--- config.mk ---
export PLATFORM = sky130hd
export DESIGN_NAME = byte_run_length_encoder
export DESIGN_NICKNAME = d
export VERILOG_FILES = /design/src/hdl/rle_pkg.sv /design/src/hdl/rle_core.sv /design/src/hdl/rle_queue.sv /design/src/hdl/byte_run_length_encoder.sv
export SDC_FILE = /design/constraint.sdc
export NUM_CORES = 1
export LEC_CHECK = 0
export ABC_AREA = 0
export ABC_CLOCK_PERIOD_IN_PS = 5100
export BUFFER_PORTS_ARGS = -buffer_cell sky130_fd_sc_hd__buf_4
export CORE_MARGIN = 3
export CORE_UTILIZATION = 25
export DETAILED_ROUTE_END_ITERATION = 16
export PLACE_DENSITY_LB_ADDON = 0.05
export SLEW_MARGIN = 20
export SYNTH_ARGS = -nofsm -noshare
export SYNTH_HDL_FRONTEND = slang
export SYNTH_SLANG_ARGS = --single-unit
--- constraint.sdc ---
create_clock -name i_clk -period 5.1 [get_ports i_clk]
set_clock_uncertainty 0.15 [all_clocks]
set_input_delay 1.02 -clock i_clk [delete_from_list [all_inputs] [get_ports i_clk]]
set_output_delay 1.02 -clock i_clk [all_outputs]
set_load 0.01 [all_outputs]
--- src/hdl/rle_pkg.sv ---
// Shared types and constants for the byte run-length encoder.
`default_nettype none

package rle_pkg;

    localparam int unsigned VALUE_W  = 8;
    localparam int unsigned LENGTH_W = 16;

    localparam logic [LENGTH_W-1:0] MAX_RUN_RESET = 16'd32766;

    // Record queue depth; an item may push two records while one is popped.
    localparam int unsigned QUEUE_DEPTH = 4;
    localparam int unsigned QPTR_W      = $clog2(QUEUE_DEPTH);
    localparam int unsigned QCNT_W      = $clog2(QUEUE_DEPTH + 1);

    typedef struct packed {
        logic                last;
        logic [LENGTH_W-1:0] length;
        logic [VALUE_W-1:0]  value;
    } t_record;

    // Which of the two record slots an accepted byte fills.
    typedef struct packed {
        logic closed;
        logic flush;
    } t_push;

endpackage

`default_nettype wire

--- src/hdl/rle_core.sv ---
// Run tracker: holds the open run and forms the closed and flushed records.
`default_nettype none

module rle_core (
    input  wire logic                           i_clk,
    input  wire logic                           i_rst_n,
    input  wire logic                           i_cfg_we,
    input  wire logic [rle_pkg::LENGTH_W-1:0]   i_cfg_wdata,
    input  wire logic                           i_accept,
    input  wire logic [rle_pkg::VALUE_W-1:0]    i_byte,
    input  wire logic                           i_eos,
    output rle_pkg::t_push                      o_push,
    output rle_pkg::t_record                    o_closed_rec,
    output rle_pkg::t_record                    o_flush_rec
);
    import rle_pkg::*;

    logic [LENGTH_W-1:0] r_max_run;
    logic [VALUE_W-1:0]  r_cur_value;
    logic [LENGTH_W-1:0] r_run_count;
    logic [VALUE_W-1:0]  n_cur_value;
    logic [LENGTH_W-1:0] n_run_count;
    logic                close_run;
    logic [LENGTH_W-1:0] new_count;

    // An open run closes on a new value or once it has reached the limit.
    assign close_run = (r_run_count != '0) &&
                       ((i_byte != r_cur_value) || (r_run_count >= r_max_run));
    assign new_count = close_run ? LENGTH_W'(1) : r_run_count + LENGTH_W'(1);

    assign o_push.closed = i_accept && close_run;
    assign o_push.flush  = i_accept && i_eos;

    assign o_closed_rec = '{last: 1'b0, length: r_run_count, value: r_cur_value};
    assign o_flush_rec  = '{last: 1'b1, length: new_count,   value: i_byte};

    always_comb begin
        n_cur_value = r_cur_value;
        n_run_count = r_run_count;
        if (i_accept) begin
            if (i_eos) begin
                n_cur_value = '0;
                n_run_count = '0;
            end else begin
                n_cur_value = i_byte;
                n_run_count = new_count;
            end
        end
    end

    always_ff @(posedge i_clk) begin
        if (!i_rst_n) begin
            r_max_run   <= MAX_RUN_RESET;
            r_cur_value <= '0;
            r_run_count <= '0;
        end else begin
            if (i_cfg_we) begin
                r_max_run <= i_cfg_wdata;
            end
            r_cur_value <= n_cur_value;
            r_run_count <= n_run_count;
        end
    end

endmodule

`default_nettype wire

--- src/hdl/rle_queue.sv ---
// Record queue: takes up to two records a cycle, hands out one while the reader is ready.
`default_nettype none

module rle_queue (
    input  wire logic               i_clk,
    input  wire logic               i_rst_n,
    input  wire rle_pkg::t_push     i_push,
    input  wire rle_pkg::t_record   i_closed_rec,
    input  wire rle_pkg::t_record   i_flush_rec,
    output logic                    o_room,
    output logic                    o_valid,
    input  wire logic               i_pop_ready,
    output rle_pkg::t_record        o_rec
);
    import rle_pkg::*;

    t_record           r_mem [QUEUE_DEPTH];
    logic [QPTR_W-1:0] r_wr_ptr;
    logic [QPTR_W-1:0] r_rd_ptr;
    logic [QCNT_W-1:0] r_count;
    logic [QPTR_W-1:0] flush_ptr;
    logic              pop;
    logic [QCNT_W-1:0] push_cnt;

    // The flush record lands after the closed record when both are pushed.
    assign flush_ptr = r_wr_ptr + QPTR_W'(i_push.closed);
    assign pop       = o_valid && i_pop_ready;
    assign push_cnt  = QCNT_W'(i_push.closed) + QCNT_W'(i_push.flush);

    assign o_valid = (r_count != '0);
    assign o_rec   = r_mem[r_rd_ptr];
    // Room for two records keeps one word per cycle flowing on both sides while the reader is ready.
    assign o_room  = (r_count <= QCNT_W'(QUEUE_DEPTH - 2));

    always_ff @(posedge i_clk) begin
        if (i_push.closed) begin
            r_mem[r_wr_ptr] <= i_closed_rec;
        end
        if (i_push.flush) begin
            r_mem[flush_ptr] <= i_flush_rec;
        end
    end

    always_ff @(posedge i_clk) begin
        if (!i_rst_n) begin
            r_wr_ptr <= '0;
            r_rd_ptr <= '0;
            r_count  <= '0;
        end else begin
            r_wr_ptr <= r_wr_ptr + QPTR_W'(push_cnt);
            r_rd_ptr <= r_rd_ptr + QPTR_W'(pop);
            r_count  <= r_count + push_cnt - QCNT_W'(pop);
        end
    end

endmodule

`default_nettype wire

--- src/hdl/byte_run_length_encoder.sv ---
// Byte run-length encoder top level: run tracker feeding a record queue.
//
//  channel   direction  tdata                                tlast
//  s_axis    in         [7:0] data_byte                      end_of_stream
//  m_axis    out        [7:0] run_value, [23:8] run_length   last_record
//  cfg       in         [15:0] max_run (write only)          -
//
// One byte word is accepted per cycle unless stalled; its records enter the
// output queue at the same edge and the first can leave on the next cycle. A
// final byte that also closes a run adds two records, so the output side sets the
// sustained rate through the four-entry queue. Input ready drops only while fewer
// than two queue entries are free. Reset is synchronous and clears the open run.
`default_nettype none

module byte_run_length_encoder (
    input  wire logic        i_clk,
    input  wire logic        i_rst_n,
    input  wire logic        i_cfg_we,
    input  wire logic [15:0] i_cfg_wdata,     // [15:0] max_run
    input  wire logic        s_axis_tvalid,
    output logic             s_axis_tready,
    input  wire logic [7:0]  s_axis_tdata,    // [7:0] data_byte
    input  wire logic        s_axis_tlast,
    output logic             m_axis_tvalid,
    input  wire logic        m_axis_tready,
    output logic [23:0]      m_axis_tdata,    // [7:0] run_value, [23:8] run_length
    output logic             m_axis_tlast
);
    import rle_pkg::*;

    t_push   push;
    t_record closed_rec;
    t_record flush_rec;
    t_record head_rec;
    logic    room;
    logic    accept;

    assign s_axis_tready = room;
    assign accept        = s_axis_tvalid && room;

    rle_core u_core (
        .i_clk        (i_clk),
        .i_rst_n      (i_rst_n),
        .i_cfg_we     (i_cfg_we),
        .i_cfg_wdata  (i_cfg_wdata),
        .i_accept     (accept),
        .i_byte       (s_axis_tdata),
        .i_eos        (s_axis_tlast),
        .o_push       (push),
        .o_closed_rec (closed_rec),
        .o_flush_rec  (flush_rec)
    );

    rle_queue u_queue (
        .i_clk        (i_clk),
        .i_rst_n      (i_rst_n),
        .i_push       (push),
        .i_closed_rec (closed_rec),
        .i_flush_rec  (flush_rec),
        .o_room       (room),
        .o_valid      (m_axis_tvalid),
        .i_pop_ready  (m_axis_tready),
        .o_rec        (head_rec)
    );

    assign m_axis_tdata = {head_rec.length, head_rec.value};
    assign m_axis_tlast = head_rec.last;

endmodule

`default_nettype wire
==> summary.md <==
| Metric | Value |
|---|---|
| Outcome | complete, no violations |
| Worst Path Arrival | 4.31 ns |
| Die height | 182 um |
| Non-filler instance count after layout | 1154 |
| Post-route cell area | 9230 um^2 |
| Largest net degree at the start of global routing | 54 |
| Fmax | 0.239 GHz |
| Area delta synth->final | 19.4% |
| Antenna violations before repair | 0 |
| Synth Cell Area | 7730 um^2 |
| Post-layout nets | 807 |
| First-pass GRT wire length | 38900 um |
| # DRC | 0 |
| Worst path cell trace | buf_4 > xor2_1 > nor4_1 > o2111ai_1 > o31a_2 > and2_1 > ha_1 > xnor2_1 > nand3_1 > buf_4 > nor4_1 > nor2_1 > o2bb2ai_1 |
| R2R depth | 14 |
| Combinational share of power | 0.248 |
| Clk_lat worst skew | 0.42 ns |
| Crit-path slowest cell | nor4_1 |
| Minimum clock period | 4.19 ns |
| Part of the cycle the worst path needs | 0.821 |
| Vias in the first global route | 5888 |
| Pwr Total | 3.59 mW |
| Mapped Cells | 698 |
| Min Hold Slack | 0.304 ns |
| PortBufs | 56 |
| Synth area leader | edfxtp_1 |
| RSZ-0062 raised after global routing | no |
| Pint | 2.44 mW |
| Post-Synth XOR/XNOR Area | 0.0249 |
| R2r endpoint | u_queue.r_mem[1][22] |
| Avg Cell Area, Syn | 11.1 um^2 |
| Area contributors post-synth | edfxtp_1 (37%), dfxtp_1 (13%), mux4_2 (7.3%), nand2_1 (4.1%), ha_1 (4.0%) |
| Setup_tns | 0 ns |
| CTS Sinks | 147 |
| Sequential share of power | 0.414 |
| N_diodes | 0 |
| Layout cell share with drive strength beyond 1 | 0.211 |
| EDFF count, synth | 96 |
| Post-DP HPWL | 17900 um |
| Filler Cell Count | 3066 |
| Core area | 30000 um^2 |
| Final worst slack | 0.911 ns |
| Post_cts resized | 0 |
| Fraction of registers with async set/reset | 0 |
| Synth Area in Compound Gates | 0.175 |
| Rows | 63 |
| CP delay by family, top | simple AND/OR/NAND/NOR gates |
| Worst setup SP type | input pin |
| Yosys top cell area share | 0.373 |
| Worst Setup SP | s_axis_tdata[5] |
| Synth Area in Adders | 0.0431 |
| First drt pass iteration count | 4 |
| Largest family of logic cells by synthesized area | compound AO/OA/AOI/OAI gates |
| End point of the critical path | u_queue.r_mem[1][22] |
| Yosys cell types | 46 |
| Total GRT Usage | 0.157 |
| Psw | 1.16 mW |
| Initial core utilization | 0.257 |
| Via count | 5750 |
| Slew headroom | 0.307 |
| Post-Route WL | 25600 um |
| Iter 0 DRT Violations | 432 |
| Seq/Total Area, Yosys | 0.505 |
| Pleak | 3.50 nW |
| H-Tree Depth | 4 |
| Root buffer cell | clkbuf_16 |
| # IOs | 57 |
| Worst-margin pin slew | 1.03 ns |
| CP Max Fanout | 9 |
| Slew Limit Fails | 0 |
| Reg2reg setup slack | 0.97 ns |
| Dpl cells | 1122 |
| WP depth | 13 |
| Power Density | 389 nW/um^2 |
| Ys Warns | 0 |
| TritonCTS Buffers | 17 |
| Post-CTS setup buffer count | 0 |
| Max incr delay on CP | 0.50 ns |
| Max Cap Viol | 0 |
| Hold WC Path Type | reg -> reg |
| ANT nets after route | 0 |
| Mux contribution to synthesized area | 0.0838 |
| Register bit count reported by yosys | 147 |
| Critical Path RT | 5.22 ns |
| Top_reg_cell synth | edfxtp_1 |
| Gr ovfl total | 0 |
| Vias per cell | 4.98 |
| Final setup viols | 0 |
| TritonCTS clock tree | yes |
| Worst-path clk slew | 0.07 ns |
| Syn nets | 754 |
| Sw Ratio | 0.322 |
| Final design utilization | 0.307 |
| CP Capture Type | flip-flop |
| Hold buffers post-CTS | 0 |
| Critical R2R Launch | u_core.r_run_count[0] |
| Setup WS pre-CTS | 0.498 ns |
| Buf/Inv on CP | 2 |
| DIE AREA | 33100 um^2 |
| Placed Area | 8690 um^2 |
| Max clock buf depth | 2 |
| Hold Vio Cnt, Final | 0 |
| GP Congestion | 0.788 |
| Worst setup path class | in -> reg |
| Synth Area in Simple Gates | 0.124 |
| Worst vdd ir | 0.199 mV |
| Routed WL per cell | 22.2 um |
| Clock share of power | 0.338 |
| Die Wd | 182 um |
-- area by class of cell --
type | count | area, um^2 | share of cell area
Sequential cell | 147 | 3910 | 0.423
Multi-Input combinational cell | 463 | 3490 | 0.378
Timing Repair Buffer | 92 | 691 | 0.0748
Tap cell | 390 | 488 | 0.0529
Clock buffer | 18 | 429 | 0.0465
Clock inverter | 14 | 116 | 0.0126
Inverter | 30 | 113 | 0.0122
-- synthesized netlist by cell type (all sizes together) (3+ instances only) --
master / count
a211oi: 29
edfxtp: 96
nor2: 27
nand3: 11
o2bb2ai: 32
xnor2: 7
mux2i: 4
nand2: 85
o211ai: 15
or3: 4
nand3b: 9
nor3: 7
inv: 30
xor2: 15
a21boi: 8
and3: 3
nor2b: 4
clkbuf: 42
mux4: 25
a21o: 34
nor4: 9
ha: 25
nand2b: 9
buf: 16
or2: 5
dfxtp: 51
nand4: 7
a21oi: 10
mux2: 4
o21ai: 31
and2: 14
a22o: 16
-- worst reg2reg max path, cell delays in order (launching register included) --
cell and delay, ns:
dfxtp_1 0.58, inv_1 0.22, ha_1 0.33, and3_1 0.14, o21ai_0 0.18, a311oi_2 0.18
o31a_2 0.36, and2_1 0.19, ha_1 0.26, xnor2_1 0.31, nand3_1 0.20, buf_4 0.24
nor4_1 0.36, nor2_1 0.14, o2bb2ai_1 0.18
-- worst min path at each step --
stage / from / to / depth (start not counted)
CTS: u_queue.r_mem[1][24] / u_queue.r_mem[1][24] / 2
detailed placement: u_queue.r_mem[1][24] / u_queue.r_mem[1][24] / 2
global route: u_queue.r_mem[0][24] / u_queue.r_mem[0][24] / 1
finish: u_queue.r_mem[1][24] / u_queue.r_mem[1][24] / 2
floorplan: u_queue.r_mem[1][24] / u_queue.r_mem[1][24] / 2
global placement: u_queue.r_mem[1][24] / u_queue.r_mem[1][24] / 2
-- cell families (layout without fill, tap and decap cells) --
logic type | count (synthesis) | in the layout
AO/OA/AOI/OAI | 184 | 184
XOR/XNOR | 22 | 22
adder cells (fa/ha/maj) | 26 | 26
buffers and inverters | 88 | 154
flip-flops | 147 | 147
multiplexers | 33 | 33
AND/OR/NAND/NOR | 198 | 198
-- registers in the layout, indices dropped and copies added, names as in the netlist --
name                flops
u_queue.r_mem         100
u_core.r_max_run       16
u_core.r_run_count     16
u_core.r_cur_value      8
u_queue.r_count         3
u_queue.r_rd_ptr        2
u_queue.r_wr_ptr        2
-- layout by cell type (no fill, tap or decap), drive strengths merged, types with 4 or more instances in the layout --
cell      n
edfxtp   96
buf      92
nand2    85
dfxtp    51
inv      38
a21o     34
o2bb2ai  32
o21ai    31
a211oi   29
nor2     27
mux4     25
ha       25
clkbuf   18
a22o     16
o211ai   15
xor2     15
and2     14
nand3    11
a21oi    10
nor4      9
nand2b    9
nand3b    9
a21boi    8
nand4     7
nor3      7
xnor2     7
or2       5
or3       4
nor2b     4
mux2i     4
mux2      4
-- layer usage --
layer,share of wire,up-vias,global-route usage
met5,0,-,0
met4,0.0096,0,0.0311
met2,0.44,151,0.240
met1,0.50,2869,0.229
met3,0.043,15,0.0345
li1,-,2715,-
-- power groups by stage --
stage | Clock [mW] | Combinational, mW | Sequential, mW
detailed placement | 0 | 0.911 | 1.52
floorplan | 0 | 0.564 | 1.44
global placement | 0 | 0.906 | 1.51
CTS | 1.25 | 0.914 | 1.49
finish | 1.21 | 0.892 | 1.49
global route | 1.30 | 0.978 | 1.50
Power figures use the tool's default switching activity.
